$ cat src/sv/energy_voice_activity_detector_defines.svh
// ----------------------------------------------------------------------------
// Voice activity detector assertion macros
// Shared concurrent assertion forms, sampled on clock, off during reset.
// ----------------------------------------------------------------------------
`ifndef ENERGY_VOICE_ACTIVITY_DETECTOR_DEFINES_SVH
`define ENERGY_VOICE_ACTIVITY_DETECTOR_DEFINES_SVH

// same-cycle implication
`define EVAD_ASSERT_NOW(label, ante, cons, msg) \
   label: assert property (@(posedge clock) disable iff (reset) (ante) |-> (cons)) \
      else $error(msg);

// next-cycle implication
`define EVAD_ASSERT_NEXT(label, ante, cons, msg) \
   label: assert property (@(posedge clock) disable iff (reset) (ante) |=> (cons)) \
      else $error(msg);

`endif

$ cat src/sv/evad_pkg.sv
// ----------------------------------------------------------------------------
// Voice activity detector package
// Widths, register indexes, event codes and shared types.
// ----------------------------------------------------------------------------
package evad_pkg;

   localparam int SampleW         = 16;
   localparam int SumW            = 28;
   localparam int CountW          = 13;
   localparam int TimeW           = 32;
   localparam int LevelW          = 16;
   localparam int EventW          = 2;
   localparam int LoudW           = 8;
   localparam int QuietW          = 16;
   localparam int DurW            = 10;
   localparam int ProdW           = QuietW + DurW;
   localparam int MaxFrameSamples = 4096;
   localparam int FifoDepth       = 2;
   localparam int FifoPtrW        = 1;
   localparam int DivSteps        = SumW;
   localparam int DivCntW         = 5;
   localparam int RemW            = CountW + 1;
   localparam int CsrIndexW       = 8;
   localparam int CsrDataW        = 32;

   localparam logic [EventW-1:0] EVT_NONE  = 2'd0;
   localparam logic [EventW-1:0] EVT_START = 2'd1;
   localparam logic [EventW-1:0] EVT_END   = 2'd2;

   localparam logic [CsrIndexW-1:0] REG_START_THRESHOLD   = 8'd0;
   localparam logic [CsrIndexW-1:0] REG_END_THRESHOLD     = 8'd1;
   localparam logic [CsrIndexW-1:0] REG_START_FRAME_COUNT = 8'd2;
   localparam logic [CsrIndexW-1:0] REG_FRAME_DURATION_MS = 8'd3;
   localparam logic [CsrIndexW-1:0] REG_SILENCE_END_MS    = 8'd4;
   localparam logic [CsrIndexW-1:0] REG_MAX_LISTEN_MS     = 8'd5;

   typedef struct packed {
      logic [SumW-1:0]   abs_sum;
      logic [CountW-1:0] sample_count;
      logic [TimeW-1:0]  now_ms;
   } frame_type;

   typedef struct packed {
      logic [LevelW-1:0] start_threshold;
      logic [LevelW-1:0] end_threshold;
      logic [LoudW-1:0]  start_frame_count;
      logic [DurW-1:0]   frame_duration_ms;
      logic [QuietW-1:0] silence_end_ms;
      logic [TimeW-1:0]  max_listen_ms;
   } cfg_type;

   localparam cfg_type CFG_RESET = '{
      start_threshold:   16'd800,
      end_threshold:     16'd400,
      start_frame_count: 8'd3,
      frame_duration_ms: 10'd32,
      silence_end_ms:    16'd800,
      max_listen_ms:     32'd10000
   };

endpackage

$ cat src/sv/evad_if.sv
// ----------------------------------------------------------------------------
// Voice activity detector channels
// Valid/ready channels for samples, results and register writes.
// ----------------------------------------------------------------------------
interface evad_req_if
   import evad_pkg::*;
   ();
   logic                     valid;
   logic                     ready;
   logic signed [SampleW-1:0] sample;
   logic                     frame_end;
   logic [TimeW-1:0]         now_ms;

   modport source (output valid, output sample, output frame_end, output now_ms,
                   input ready);
   modport sink   (input valid, input sample, input frame_end, input now_ms,
                   output ready);
endinterface

interface evad_rsp_if
   import evad_pkg::*;
   ();
   logic              valid;
   logic              ready;
   logic [EventW-1:0] vad_event;
   logic [LevelW-1:0] frame_level;

   modport source (output valid, output vad_event, output frame_level, input ready);
   modport sink   (input valid, input vad_event, input frame_level, output ready);
endinterface

interface evad_csr_if
   import evad_pkg::*;
   ();
   logic                 valid;
   logic                 ready;
   logic [CsrIndexW-1:0] index;
   logic [CsrDataW-1:0]  data;

   modport source (output valid, output index, output data, input ready);
   modport sink   (input valid, input index, input data, output ready);
endinterface

$ cat src/sv/evad_front.sv
// ----------------------------------------------------------------------------
// Voice activity detector front end
// Accumulates sample magnitudes and hands each closed frame to the queue.
// ----------------------------------------------------------------------------
module evad_front
   import evad_pkg::*;
(
   input  logic                      clock,
   input  logic                      reset,
   input  logic                      in_valid,
   output logic                      in_ready,
   input  logic signed [SampleW-1:0] sample,
   input  logic                      frame_end,
   input  logic [TimeW-1:0]          now_ms,
   input  logic                      q_full,
   output logic                      q_push,
   output frame_type                 q_frame
);

   logic [SumW-1:0]    sum_ff, sum_in;
   logic [CountW-1:0]  cnt_ff, cnt_in;
   logic [SampleW-1:0] raw;
   logic [SampleW-1:0] mag;
   logic               room;
   logic [SumW-1:0]    sum_cur;
   logic [CountW-1:0]  cnt_cur;
   logic               accept;

   assign in_ready = !q_full;
   assign accept   = in_valid && in_ready;

   // -32768 wraps to 0x8000, which is its magnitude
   assign raw  = sample;
   assign mag  = raw[SampleW-1] ? (~raw + 1'b1) : raw;
   assign room = cnt_ff < CountW'(MaxFrameSamples);

   assign sum_cur = room ? (sum_ff + SumW'(mag)) : sum_ff;
   assign cnt_cur = room ? (cnt_ff + 1'b1) : cnt_ff;

   assign q_push  = accept && frame_end;
   assign q_frame = '{abs_sum: sum_cur, sample_count: cnt_cur, now_ms: now_ms};

   always_comb begin
      sum_in = sum_ff;
      cnt_in = cnt_ff;
      if (accept) begin
         if (frame_end) begin
            sum_in = '0;
            cnt_in = '0;
         end else begin
            sum_in = sum_cur;
            cnt_in = cnt_cur;
         end
      end
   end

   always_ff @(posedge clock) begin
      if (reset) begin
         sum_ff <= '0;
         cnt_ff <= '0;
      end else begin
         sum_ff <= sum_in;
         cnt_ff <= cnt_in;
      end
   end

endmodule

$ cat src/sv/evad_fifo.sv
// ----------------------------------------------------------------------------
// Voice activity detector frame queue
// Short queue of closed frames between front and back end.
// ----------------------------------------------------------------------------
module evad_fifo
   import evad_pkg::*;
(
   input  logic      clock,
   input  logic      reset,
   input  logic      push,
   input  frame_type push_frame,
   input  logic      pop,
   output frame_type head_frame,
   output logic      full,
   output logic      empty
);

   frame_type           mem_ff [FifoDepth];
   logic [FifoPtrW-1:0] wr_ptr_ff, wr_ptr_in;
   logic [FifoPtrW-1:0] rd_ptr_ff, rd_ptr_in;
   logic [FifoPtrW:0]   cnt_ff, cnt_in;

   assign full       = cnt_ff == (FifoPtrW+1)'(FifoDepth);
   assign empty      = cnt_ff == '0;
   assign head_frame = mem_ff[rd_ptr_ff];

   always_comb begin
      wr_ptr_in = wr_ptr_ff;
      rd_ptr_in = rd_ptr_ff;
      cnt_in    = cnt_ff;
      if (push) begin
         wr_ptr_in = (wr_ptr_ff == FifoPtrW'(FifoDepth - 1)) ? '0 : wr_ptr_ff + 1'b1;
      end
      if (pop) begin
         rd_ptr_in = (rd_ptr_ff == FifoPtrW'(FifoDepth - 1)) ? '0 : rd_ptr_ff + 1'b1;
      end
      if (push && !pop) begin
         cnt_in = cnt_ff + 1'b1;
      end else if (pop && !push) begin
         cnt_in = cnt_ff - 1'b1;
      end
   end

   always_ff @(posedge clock) begin
      if (push) begin
         mem_ff[wr_ptr_ff] <= push_frame;
      end
   end

   always_ff @(posedge clock) begin
      if (reset) begin
         wr_ptr_ff <= '0;
         rd_ptr_ff <= '0;
         cnt_ff    <= '0;
      end else begin
         wr_ptr_ff <= wr_ptr_in;
         rd_ptr_ff <= rd_ptr_in;
         cnt_ff    <= cnt_in;
      end
   end

endmodule

$ cat src/sv/evad_back.sv
// ----------------------------------------------------------------------------
// Voice activity detector back end
// Serial frame-level divide, hysteresis decision and result register.
// ----------------------------------------------------------------------------
module evad_back
   import evad_pkg::*;
(
   input  logic              clock,
   input  logic              reset,
   input  cfg_type           cfg,
   input  frame_type         head_frame,
   input  logic              q_empty,
   output logic              q_pop,
   output logic              out_valid,
   input  logic              out_ready,
   output logic [EventW-1:0] vad_event,
   output logic [LevelW-1:0] frame_level
);

   localparam logic [1:0] ST_IDLE = 2'd0;
   localparam logic [1:0] ST_DIV  = 2'd1;
   localparam logic [1:0] ST_DONE = 2'd2;

   logic [1:0]         state_ff, state_in;
   logic [DivCntW-1:0] step_ff, step_in;
   logic [SumW-1:0]    quo_ff, quo_in;
   logic [RemW-1:0]    rem_ff, rem_in;
   logic [CountW-1:0]  div_ff, div_in;
   logic [TimeW-1:0]   now_ff, now_in;

   logic               speaking_ff, speaking_in;
   logic [LoudW-1:0]   loud_ff, loud_in;
   logic [QuietW-1:0]  quiet_ff, quiet_in;
   logic [TimeW-1:0]   start_time_ff, start_time_in;

   logic               out_valid_ff, out_valid_in;
   logic [EventW-1:0]  event_ff, event_in;
   logic [LevelW-1:0]  level_ff, level_in;

   logic [RemW-1:0]    rem_shift;
   logic               q_bit;
   logic               load;
   logic [LevelW-1:0]  level;
   logic [LoudW-1:0]   loud_inc;
   logic [QuietW-1:0]  quiet_inc;
   logic [QuietW-1:0]  quiet_upd;
   logic [ProdW-1:0]   quiet_ms;
   logic [TimeW-1:0]   elapsed;

   assign out_valid   = out_valid_ff;
   assign vad_event   = event_ff;
   assign frame_level = level_ff;

   assign q_pop = (state_ff == ST_IDLE) && !q_empty;
   assign load  = (state_ff == ST_DONE) && (!out_valid_ff || out_ready);

   // restoring divide, one quotient bit per cycle, quotient shifts in behind the dividend
   assign rem_shift = {rem_ff[RemW-2:0], quo_ff[SumW-1]};
   assign q_bit     = rem_shift >= RemW'(div_ff);

   // mean of 16-bit magnitudes never exceeds 32768
   assign level     = quo_ff[LevelW-1:0];
   assign loud_inc  = (loud_ff == '1) ? loud_ff : loud_ff + 1'b1;
   assign quiet_inc = (quiet_ff == '1) ? quiet_ff : quiet_ff + 1'b1;
   assign quiet_upd = (level < cfg.end_threshold) ? quiet_inc : '0;
   assign quiet_ms  = ProdW'(quiet_upd) * ProdW'(cfg.frame_duration_ms);
   assign elapsed   = now_ff - start_time_ff;

   always_comb begin
      state_in      = state_ff;
      step_in       = step_ff;
      quo_in        = quo_ff;
      rem_in        = rem_ff;
      div_in        = div_ff;
      now_in        = now_ff;
      speaking_in   = speaking_ff;
      loud_in       = loud_ff;
      quiet_in      = quiet_ff;
      start_time_in = start_time_ff;
      out_valid_in  = out_valid_ff && !out_ready;
      event_in      = event_ff;
      level_in      = level_ff;

      unique case (state_ff)
         ST_IDLE: begin
            if (!q_empty) begin
               quo_in   = head_frame.abs_sum;
               div_in   = head_frame.sample_count;
               now_in   = head_frame.now_ms;
               rem_in   = '0;
               step_in  = '0;
               state_in = ST_DIV;
            end
         end
         ST_DIV: begin
            rem_in  = q_bit ? (rem_shift - RemW'(div_ff)) : rem_shift;
            quo_in  = {quo_ff[SumW-2:0], q_bit};
            step_in = step_ff + 1'b1;
            if (step_ff == DivCntW'(DivSteps - 1)) begin
               state_in = ST_DONE;
            end
         end
         ST_DONE: begin
            if (load) begin
               out_valid_in = 1'b1;
               level_in     = level;
               event_in     = EVT_NONE;
               if (!speaking_ff) begin
                  if (level >= cfg.start_threshold) begin
                     loud_in = loud_inc;
                     if (loud_inc >= cfg.start_frame_count) begin
                        speaking_in   = 1'b1;
                        quiet_in      = '0;
                        start_time_in = now_ff;
                        event_in      = EVT_START;
                     end
                  end else begin
                     loud_in = '0;
                  end
               end else begin
                  quiet_in = quiet_upd;
                  if ((quiet_ms >= ProdW'(cfg.silence_end_ms)) ||
                      (elapsed >= cfg.max_listen_ms)) begin
                     speaking_in = 1'b0;
                     loud_in     = '0;
                     quiet_in    = '0;
                     event_in    = EVT_END;
                  end
               end
               state_in = ST_IDLE;
            end
         end
         default: begin
            state_in = ST_IDLE;
         end
      endcase
   end

   always_ff @(posedge clock) begin
      quo_ff   <= quo_in;
      rem_ff   <= rem_in;
      div_ff   <= div_in;
      now_ff   <= now_in;
      step_ff  <= step_in;
      event_ff <= event_in;
      level_ff <= level_in;
   end

   always_ff @(posedge clock) begin
      if (reset) begin
         state_ff      <= ST_IDLE;
         speaking_ff   <= 1'b0;
         loud_ff       <= '0;
         quiet_ff      <= '0;
         start_time_ff <= '0;
         out_valid_ff  <= 1'b0;
      end else begin
         state_ff      <= state_in;
         speaking_ff   <= speaking_in;
         loud_ff       <= loud_in;
         quiet_ff      <= quiet_in;
         start_time_ff <= start_time_in;
         out_valid_ff  <= out_valid_in;
      end
   end

endmodule

$ cat src/sv/energy_voice_activity_detector.sv
// ----------------------------------------------------------------------------
// Energy voice activity detector
// A closing word's frame is queued, run through the 28-step divide, then registered.
// One sample word per cycle while the queue has room; one frame divides at a time.
// Reset: synchronous, active high; control and config registers return to defaults.
// ----------------------------------------------------------------------------
`include "energy_voice_activity_detector_defines.svh"

module energy_voice_activity_detector
   import evad_pkg::*;
(
   input  logic        clock,
   input  logic        reset,
   evad_req_if.sink    req_ch,
   evad_rsp_if.source  rsp_ch,
   evad_csr_if.sink    csr_ch
);

   cfg_type   cfg_ff, cfg_in;
   frame_type push_frame;
   frame_type head_frame;
   logic      q_push;
   logic      q_pop;
   logic      q_full;
   logic      q_empty;

   assign csr_ch.ready = 1'b1;

   always_comb begin
      cfg_in = cfg_ff;
      if (csr_ch.valid) begin
         unique case (csr_ch.index)
            REG_START_THRESHOLD:   cfg_in.start_threshold   = csr_ch.data[LevelW-1:0];
            REG_END_THRESHOLD:     cfg_in.end_threshold     = csr_ch.data[LevelW-1:0];
            REG_START_FRAME_COUNT: cfg_in.start_frame_count = csr_ch.data[LoudW-1:0];
            REG_FRAME_DURATION_MS: cfg_in.frame_duration_ms = csr_ch.data[DurW-1:0];
            REG_SILENCE_END_MS:    cfg_in.silence_end_ms    = csr_ch.data[QuietW-1:0];
            REG_MAX_LISTEN_MS:     cfg_in.max_listen_ms     = csr_ch.data[TimeW-1:0];
            default: begin
            end
         endcase
      end
   end

   always_ff @(posedge clock) begin
      if (reset) begin
         cfg_ff <= CFG_RESET;
      end else begin
         cfg_ff <= cfg_in;
      end
   end

   evad_front u_front (
      .clock     (clock),
      .reset     (reset),
      .in_valid  (req_ch.valid),
      .in_ready  (req_ch.ready),
      .sample    (req_ch.sample),
      .frame_end (req_ch.frame_end),
      .now_ms    (req_ch.now_ms),
      .q_full    (q_full),
      .q_push    (q_push),
      .q_frame   (push_frame)
   );

   evad_fifo u_fifo (
      .clock      (clock),
      .reset      (reset),
      .push       (q_push),
      .push_frame (push_frame),
      .pop        (q_pop),
      .head_frame (head_frame),
      .full       (q_full),
      .empty      (q_empty)
   );

   evad_back u_back (
      .clock       (clock),
      .reset       (reset),
      .cfg         (cfg_ff),
      .head_frame  (head_frame),
      .q_empty     (q_empty),
      .q_pop       (q_pop),
      .out_valid   (rsp_ch.valid),
      .out_ready   (rsp_ch.ready),
      .vad_event   (rsp_ch.vad_event),
      .frame_level (rsp_ch.frame_level)
   );

   `EVAD_ASSERT_NOW(a_no_overflow, q_push, !q_full, "frame queue overflow")
   `EVAD_ASSERT_NOW(a_no_underflow, q_pop, !q_empty, "frame queue underflow")
   `EVAD_ASSERT_NEXT(a_push_lands, q_push && !q_pop, !q_empty, "pushed frame lost")
   `EVAD_ASSERT_NOW(a_event_code, rsp_ch.valid, (rsp_ch.vad_event == EVT_NONE) || (rsp_ch.vad_event == EVT_START) || (rsp_ch.vad_event == EVT_END), "bad event code")

endmodule

$ cat src/flat_wrapper.sv
// flat-port wrapper written by rule: the top's interface ports become plain ports
module energy_voice_activity_detector_flat import evad_pkg::*;
  (clock, reset, req_ch_valid, req_ch_sample, req_ch_frame_end, req_ch_now_ms, req_ch_ready, rsp_ch_valid, rsp_ch_vad_event, rsp_ch_frame_level, rsp_ch_ready, csr_ch_valid, csr_ch_index, csr_ch_data, csr_ch_ready);
  evad_req_if req_ch_i ();
  evad_rsp_if rsp_ch_i ();
  evad_csr_if csr_ch_i ();
  input  logic clock;
  input  logic reset;
  input wire logic [$bits(req_ch_i.valid)-1:0] req_ch_valid;
  input wire logic [$bits(req_ch_i.sample)-1:0] req_ch_sample;
  input wire logic [$bits(req_ch_i.frame_end)-1:0] req_ch_frame_end;
  input wire logic [$bits(req_ch_i.now_ms)-1:0] req_ch_now_ms;
  output wire logic [$bits(req_ch_i.ready)-1:0] req_ch_ready;
  output wire logic [$bits(rsp_ch_i.valid)-1:0] rsp_ch_valid;
  output wire logic [$bits(rsp_ch_i.vad_event)-1:0] rsp_ch_vad_event;
  output wire logic [$bits(rsp_ch_i.frame_level)-1:0] rsp_ch_frame_level;
  input wire logic [$bits(rsp_ch_i.ready)-1:0] rsp_ch_ready;
  input wire logic [$bits(csr_ch_i.valid)-1:0] csr_ch_valid;
  input wire logic [$bits(csr_ch_i.index)-1:0] csr_ch_index;
  input wire logic [$bits(csr_ch_i.data)-1:0] csr_ch_data;
  output wire logic [$bits(csr_ch_i.ready)-1:0] csr_ch_ready;
  assign req_ch_i.valid = req_ch_valid;
  assign req_ch_i.sample = req_ch_sample;
  assign req_ch_i.frame_end = req_ch_frame_end;
  assign req_ch_i.now_ms = req_ch_now_ms;
  assign req_ch_ready = req_ch_i.ready;
  assign rsp_ch_valid = rsp_ch_i.valid;
  assign rsp_ch_vad_event = rsp_ch_i.vad_event;
  assign rsp_ch_frame_level = rsp_ch_i.frame_level;
  assign rsp_ch_i.ready = rsp_ch_ready;
  assign csr_ch_i.valid = csr_ch_valid;
  assign csr_ch_i.index = csr_ch_index;
  assign csr_ch_i.data = csr_ch_data;
  assign csr_ch_ready = csr_ch_i.ready;
  energy_voice_activity_detector u_core (.clock(clock), .reset(reset), .req_ch(req_ch_i), .rsp_ch(rsp_ch_i), .csr_ch(csr_ch_i));
endmodule
$ cat config.mk
export PLATFORM = sky130hd
export DESIGN_NAME = energy_voice_activity_detector_flat
export DESIGN_NICKNAME = d
export VERILOG_FILES = /design/src/sv/evad_pkg.sv /design/src/sv/evad_if.sv /design/src/sv/evad_front.sv /design/src/sv/evad_fifo.sv /design/src/sv/evad_back.sv /design/src/sv/energy_voice_activity_detector.sv /design/src/flat_wrapper.sv
export VERILOG_INCLUDE_DIRS = /design/src /design/src/sv
export SDC_FILE = /design/constraint.sdc
export NUM_CORES = 1
export LEC_CHECK = 0
export BUFFER_PORTS_ARGS = -buffer_cell sky130_fd_sc_hd__buf_2
export CORE_ASPECT_RATIO = 1.75
export CORE_MARGIN = 1
export CORE_UTILIZATION = 40
export CTS_CLUSTER_DIAMETER = 40
export CTS_CLUSTER_SIZE = 8
export DETAILED_ROUTE_END_ITERATION = 8
export GPL_TIMING_DRIVEN = 0
export HOLD_SLACK_MARGIN = 0.1
export PLACE_DENSITY = 0.62
export SLEW_MARGIN = 20
export SYNTH_ARGS = -nofsm -noshare
export SYNTH_HDL_FRONTEND = slang
export SYNTH_SLANG_ARGS = --single-unit
export TNS_END_PERCENT = 50
$ cat constraint.sdc
create_clock -name clock -period 7.85 [get_ports clock]
set_input_delay 0.3925 -clock clock [delete_from_list [all_inputs] [get_ports clock]]
set_output_delay 0.3925 -clock clock [all_outputs]
set_load 0.02 [all_outputs]
==> flow_metrics.env, run 1 <==
export IMPL_violations="setup timing"
export IMPL_synthMuxAreaShare=0.04893
export IMPL_root_buffer="clkbuf_16"
export IMPL_synth_edf_count=255
export IMPL_crit_buf_inv=9
export IMPL_nets=3591
export IMPL_cts_buffers=70
export IMPL_status="finished with violations"
export IMPL_cap_violations=0
export IMPL_track_usage=0.2067
export IMPL_hold_path_class="in2reg"
export IMPL_synth_top_area_frac=0.2700
export IMPL_port_buffers=111
export IMPL_fp_dieW_um=203.3
export IMPL_start_util=0.4062
export IMPL_cts_max_level=3
export IMPL_drc=0
export IMPL_die_area_mm2=0.07201
export IMPL_regArea_mm2=0.01175
export IMPL_rows=128
export IMPL_critical_path_top_delay_family="adder cells"
export IMPL_clock_sinks=459
export IMPL_multi_input_area_mm2=0.01560
export IMPL_wirelength_um=73240
export IMPL_core_area_mm2=0.06983
export IMPL_synth_cell_type_count=89
export IMPL_worstSetupStartpointType="flip-flop"
export IMPL_grt_pass1_vias=21842
export IMPL_p_leak_nw=14.11
export IMPL_yosysWarnings=0
export IMPL_clk_path_buf_depth=3
export IMPL_areaGrowthSynthToFinish_pct=20.38
export IMPL_wl_per_cell_um=17.72
export IMPL_grt_pass1_wl_um=116600
export IMPL_fin_util=0.4889
export IMPL_hpwl_um=55940
export IMPL_synthArstFlopShare=0
export IMPL_drive_gt1_frac=0.1455
export IMPL_syn_nets=3291
export IMPL_crit_type="reg2reg"
export IMPL_ant_nets=0
export IMPL_antenna_found_initial=0
export IMPL_ys_top_cells_by_count="nand2_1 (366), inv_1 (277), edfxtp_1 (255)"
export IMPL_routed_via_count=21354
export IMPL_fmax_mhz=110.3
export IMPL_synth_area_mm2=0.02836
export IMPL_grt_max_degree=46
export IMPL_clkTransAtPathRegs_ns=0.05
export IMPL_critical_path_max_stage_delay_ns=0.58
export IMPL_endpoint_kind="flip-flop"
export IMPL_cts_tree="done"
export IMPL_slew_headroom=0.2834
export IMPL_io_pins=115
export IMPL_synth_compound_area_frac=0.1230
export IMPL_ir_drop_v=0.0001479
export IMPL_crit_slowest_cell="fa_1"
export IMPL_ys_flop_type="edfxtp_1"
export IMPL_via_per_inst=5.165
export IMPL_timing_hold_ws_ns=0.1307
export IMPL_worstMarginPinSlew_ns=1.067
export IMPL_power_density_mw_per_mm2=271.1
export IMPL_finalHoldViolCount=0
export IMPL_worst_path_max_fanout=7
export IMPL_yosys_area_top_type="edfxtp_1"
export IMPL_required_ns=8.40
export IMPL_overflow=0
export IMPL_ys_ff_latch=459
export IMPL_slew_viol_final=0
export IMPL_synth_xor_area_share=0.03768
export IMPL_yosysSeqAreaShare=0.4140
export IMPL_final_setup_worst_slack_ns=-1.218
export IMPL_fp_dieH_um=354.2
export IMPL_gp_congestion=0.8952
export IMPL_fin_crit_ns=9.068
export IMPL_synth_area_leaders="edfxtp_1 (27%), dfxtp_1 (14%), ha_1 (9.4%), fa_1 (8.0%), nand2_1 (4.8%)"
export IMPL_synthAdderAreaFrac=0.1742
export IMPL_rsz0062_at_grt="true"
export IMPL_post_place_ws_ns=-2.106
export IMPL_placed_cells=3899
export IMPL_dr_first_iter_drc_count=1041
export IMPL_fin_setup_tns_ns=-29.17
export IMPL_synth_most_common_cell="nand2_1"
export IMPL_firstDrtPassIters=7
export IMPL_synth_simple_gate_area_share=0.1486
export IMPL_skew_ns=0.03780
export IMPL_final_period_utilization=1.155
export IMPL_num_fill_cells=6626
export IMPL_synth_area_per_cell_um2=9.882
export IMPL_cp_data_arrival_time_ns=9.61
export IMPL_crit_path_frequent_cell="fa_1"
export IMPL_clock_latency_ns=0.62
export IMPL_final_cells=4134
export IMPL_synth_top_family_by_area="adder cells"
export IMPL_setup_violations=26
export IMPL_syn_inst=2870
==> repair_timing <==
action | 4_1_cts | 5_1_grt
pin swaps | 43 | 71
hold endpoints to repair | 81 | 0
cloned | 1 | 0
setup buffers | 46 | 18
setup endpoints to repair | 26 | 26
hold buffers | 49 | 0
gates resized for setup | 68 | 45
==> metal layers <==
metal,GRT usage,share of wire,up-vias
met5,0,0,-
met4,0.1008,0.045,0
met3,0.02286,0.029,159
met2,0.3859,0.53,392
met1,0.2295,0.40,10244
li1,-,-,10559
==> cell families (layout without fill, tap and decap cells) <==
| family | count (synthesis) | in the layout |
|---|---|---|
| multiplexers | 132 | 132 |
| AND/OR/NAND/NOR | 893 | 893 |
| buffers and inverters | 391 | 744 |
| XOR/XNOR | 122 | 122 |
| flip-flops | 459 | 459 |
| other | 1 | 2 |
| adder cells (fa/ha/maj) | 327 | 327 |
| AO/OA/AOI/OAI | 545 | 545 |
==> final timing paths <==
| check | startpoint | to | slack, ns | cells after the start |
|---|---|---|---|---|
| worst max-delay path | u_core.u_back.quo_ff[1]$_DFFE_PP_ | u_core.u_back.loud_ff[0]$_SDFFE_PP0P_ | -1.22 | 40 |
| worst min-delay path | csr_ch_data[15] | u_core.cfg_ff[81]$_SDFFE_PP0P_ | 0.13 | 3 |
| worst max register to register | u_core.u_back.quo_ff[1]$_DFFE_PP_ | u_core.u_back.loud_ff[0]$_SDFFE_PP0P_ | -1.22 | 40 |
| worst min register to register | u_core.cfg_ff[85]$_SDFFE_PP0P_ | u_core.cfg_ff[85]$_SDFFE_PP0P_ | 0.45 | 2 |
==> final cells by class <==
class | instances | share of cell area
antenna | 1 | 0.00007329
buffer | 108 | 0.01858
clock buffer | 113 | 0.05691
clock inverter | 12 | 0.007513
inverter | 278 | 0.03056
multi-input combinational | 2020 | 0.4569
sequential | 459 | 0.3442
tap | 910 | 0.03335
timing repair buffer | 233 | 0.05193
==> placed cells by master, fill, tap and decap left out, types with 15 or more instances in the layout <==
| cell | Yosys | routed |
|---|---|---|
| a31oi_1 | 16 | 16 |
| mux2i_1 | 82 | 82 |
| nand3_1 | 46 | 46 |
| xor2_1 | 46 | 44 |
| fa_1 | 113 | 109 |
| nor3_1 | 28 | 25 |
| or3_1 | 21 | 19 |
| edfxtp_1 | 255 | 255 |
| clkbuf_1 | 87 | 114 |
| o21ai_0 | 108 | 102 |
| dlygate4sd3_1 | 0 | 49 |
| nand2_1 | 366 | 354 |
| nor2_1 | 190 | 177 |
| and2_1 | 74 | 66 |
| a22o_1 | 22 | 22 |
| a21o_1 | 47 | 47 |
| buf_2 | 14 | 122 |
| ha_1 | 214 | 204 |
| nand2b_1 | 33 | 32 |
| nor2b_1 | 23 | 23 |
| clkbuf_16 | 0 | 73 |
| inv_1 | 277 | 262 |
| dfxtp_1 | 204 | 198 |
| and3_1 | 35 | 34 |
| a22oi_1 | 24 | 23 |
| buf_4 | 5 | 54 |
| mux2_2 | 49 | 49 |
| xnor2_1 | 76 | 75 |
| o21a_1 | 15 | 15 |
| a211o_1 | 20 | 19 |
| inv_2 | 0 | 15 |
| nand4_1 | 24 | 24 |
| a21oi_1 | 190 | 181 |
==> worst register-to-register path, delay by kind of cell (launching register included) <==
family / cells / cell delay, ns
fa+ha+maj: 8 / 3.38
compound gates: 17 / 2.98
xor+xnor: 1 / 0.18
flops: 1 / 0.43
simple gates: 5 / 0.90
buf+inv: 9 / 1.12
==> metrics by stage <==
step | total power, mW | area [um^2]
floorplan | 5.381 | 28700
global placement | 6.135 | 30390
detailed placement | 6.202 | 30570
CTS | 9.327 | 33940
global route | 9.840 | 34140
finish | 9.257 | 34140
==> registers in the layout (all words and copies together), names as in the netlist, 5 cells and up, named ones only <==
name,cells
u_core.u_back.step_ff,5
u_core.u_back.now_ff,32
u_core.u_back.div_ff,13
u_core.u_front.cnt_ff,13
u_core.u_back.quo_ff,28
u_core.u_back.frame_level,16
u_core.u_back.start_time_ff,32
u_core.u_fifo.mem_ff,146
u_core.u_front.sum_ff,28
u_core.cfg_ff,98
u_core.u_back.loud_ff,8
u_core.u_back.quiet_ff,16
u_core.u_back.rem_ff,13
==> power breakdown <==
| group | internal [mW] | switching, mW | total [mW] |
|---|---|---|---|
| Clock | 1.78 | 1.13 | 2.91 |
| Sequential | 3.03 | 0.212 | 3.25 |
| Combinational | 1.34 | 1.76 | 3.10 |
| Total | 6.16 | 3.10 | 9.26 |
No activity file was read; power rests on OpenSTA's default activity.
==> run 2: changes to the inputs <==
CORE_ASPECT_RATIO = not set   (was 1.75)
CTS_CLUSTER_SIZE = 10   (was 8)
==> flow_metrics.env, run 2 (same netlist as run 1, synthesis figures left out) <==
export IMPL_grt_pass1_wl_um=114600
export IMPL_critical_path_top_delay_family="adder cells"
export IMPL_routed_via_count=21392
export IMPL_antenna_found_initial=4
export IMPL_final_period_utilization=1.148
export IMPL_critical_path_max_stage_delay_ns=0.61
export IMPL_slew_headroom=0.2908
export IMPL_die_area_mm2=0.07197
export IMPL_fin_util=0.4931
export IMPL_clock_latency_ns=0.63
export IMPL_ant_nets=0
export IMPL_areaGrowthSynthToFinish_pct=21.97
export IMPL_port_buffers=111
export IMPL_cp_data_arrival_time_ns=9.55
export IMPL_required_ns=8.39
export IMPL_status="finished with violations"
export IMPL_clk_path_buf_depth=3
export IMPL_power_density_mw_per_mm2=284.8
export IMPL_crit_buf_inv=6
export IMPL_ir_drop_v=0.0001705
export IMPL_fp_dieW_um=268.3
export IMPL_fmax_mhz=111.0
export IMPL_violations="setup timing"
export IMPL_largestRegisters="u_core.u_fifo.mem_ff (146), u_core.cfg_ff (98)"
export IMPL_root_buffer="clkbuf_16"
export IMPL_worstMarginPinSlew_ns=1.060
export IMPL_p_leak_nw=14.35
export IMPL_worstSetupStartpointType="flip-flop"
export IMPL_track_usage=0.2037
export IMPL_worstHoldPathCells=3
export IMPL_core_area_mm2=0.07015
export IMPL_clock_sinks=459
export IMPL_wl_per_cell_um=17.27
export IMPL_cap_violations=0
export IMPL_io_pins=115
export IMPL_largest_reg_flops=146
export IMPL_worst_path_max_fanout=7
export IMPL_drc=0
export IMPL_path_depth=37
export IMPL_dr_first_iter_drc_count=1272
export IMPL_firstDrtPassIters=5
export IMPL_final_cell_mix="nand2_1 (355), inv_1 (268), edfxtp_1 (255)"
export IMPL_via_per_inst=5.121
export IMPL_hold_path_class="in2reg"
export IMPL_wirelength_um=72120
export IMPL_r2r_slack_ns=-1.16
export IMPL_pwr_share_seq=0.331
export IMPL_power_mw=9.851
export IMPL_grt_pass1_vias=20980
export IMPL_skew_ns=0.04530
export IMPL_rows=97
export IMPL_cts_tree="done"
export IMPL_fp_dieH_um=268.3
export IMPL_crit_slowest_cell="fa_1"
export IMPL_fin_setup_tns_ns=-28.60
export IMPL_nets=3593
export IMPL_overflow=0
export IMPL_slew_viol_final=0
export IMPL_setup_violations=26
export IMPL_cts_max_level=3
export IMPL_timing_hold_ws_ns=0.1421
export IMPL_p_clk_frac=0.354
export IMPL_power_frac_comb=0.315
export IMPL_finalHoldViolCount=0
export IMPL_grt_max_degree=45
export IMPL_fin_crit_ns=9.012
export IMPL_hpwl_um=52740
export IMPL_rsz0062_at_grt="true"
export IMPL_start_util=0.4043
export IMPL_post_place_ws_ns=-1.892
export IMPL_swShare=0.3338
export IMPL_drive_gt1_frac=0.1496
export IMPL_cts_buffers=80
export IMPL_final_setup_worst_slack_ns=-1.162
export IMPL_final_common_cell="nand2_1"
export IMPL_clkTransAtPathRegs_ns=0.05
export IMPL_crit_type="reg2reg"
export IMPL_gp_congestion=0.8753
export IMPL_internal_power_mw=6.563
export IMPL_power_switching_mw=3.288
export IMPL_endpoint_kind="flip-flop"
export IMPL_r2r_cells=37
export IMPL_regMostFlops="u_core.u_fifo.mem_ff"
-- run 2: cell types whose count changed in the layout (fill, tap and decap cells not counted), sizes merged --
cell / previous run / this run
dlygate4sd3: 49 / 54
clkinvlp: 1 / 9
buf: 211 / 194
clkbuf: 194 / 186
bufinv: 2 / 6
clkinv: 8 / 21
inv: 279 / 287
-- run 2: repair_timing --
action / in CTS / in global routing
setup buffers: 36 / 12
resized for setup: 61 / 21
setup endpoints to repair: 26 / 26
gates cloned: 1 / 0
pin swaps: 34 / 27
hold endpoints to repair: 96 / 0
hold buffers: 54 / 0
-- run 2: metrics by stage --
step | cells | cell area, um^2
finish | 4177 | 34590
global route | 4176 | 34590
CTS | 4166 | 34440
detailed placement | 3929 | 30610
global placement | 3921 | 30430
floorplan | 2870 | 28700
-- run 2: layout make-up --
type / count / area, um^2
fill: 6492 / 35560
timing repair buffer: 222 / 1669
multi-input combinational: 2020 / 15550
buffer: 111 / 671.9
tap: 940 / 1176
inverter: 278 / 1044
clock buffer: 101 / 2205
antenna: 1 / 2.502
sequential: 459 / 11740
clock inverter: 45 / 534.3
-- run 2: routing by layer --
metal | GRT usage | wire length [um] | vias up
li1 | - | - | 10578
met1 | 0.2837 | 34220 | 10206
met2 | 0.3277 | 32820 | 481
met3 | 0.03143 | 3444 | 121
met4 | 0.05606 | 1596 | 6
met5 | 0 | 34 | -
-- run 2: final timing paths --
kind	startpoint	to
worst max-delay path	u_core.u_back.quo_ff[1]$_DFFE_PP_	u_core.u_back.loud_ff[0]$_SDFFE_PP0P_
worst min register to register	u_core.cfg_ff[44]$_SDFFE_PP0P_	u_core.cfg_ff[44]$_SDFFE_PP0P_
worst max register to register	u_core.u_back.quo_ff[1]$_DFFE_PP_	u_core.u_back.loud_ff[0]$_SDFFE_PP0P_
worst min-delay path	csr_ch_data[2]	u_core.cfg_ff[34]$_SDFFE_PP0P_
-- run 2: power groups by stage --
stage / Sequential (mW) / Clock [mW] / Combinational [mW]
floorplan: 3.21 / 0 / 2.17
global route: 3.30 / 3.64 / 3.47
finish: 3.26 / 3.48 / 3.11
detailed placement: 3.31 / 0 / 2.93
global placement: 3.33 / 0 / 2.84
CTS: 3.26 / 3.54 / 3.09
-- run 2: worst register-to-register path, delay by kind of cell (launching register included) --
kind | cells | cell delay, ns
XOR/XNOR | 1 | 0.13
buffers and inverters | 6 | 0.66
AND/OR/NAND/NOR | 8 | 1.74
adder cells (fa/ha/maj) | 8 | 3.31
flip-flops | 1 | 0.43
AO/OA/AOI/OAI | 14 | 2.67
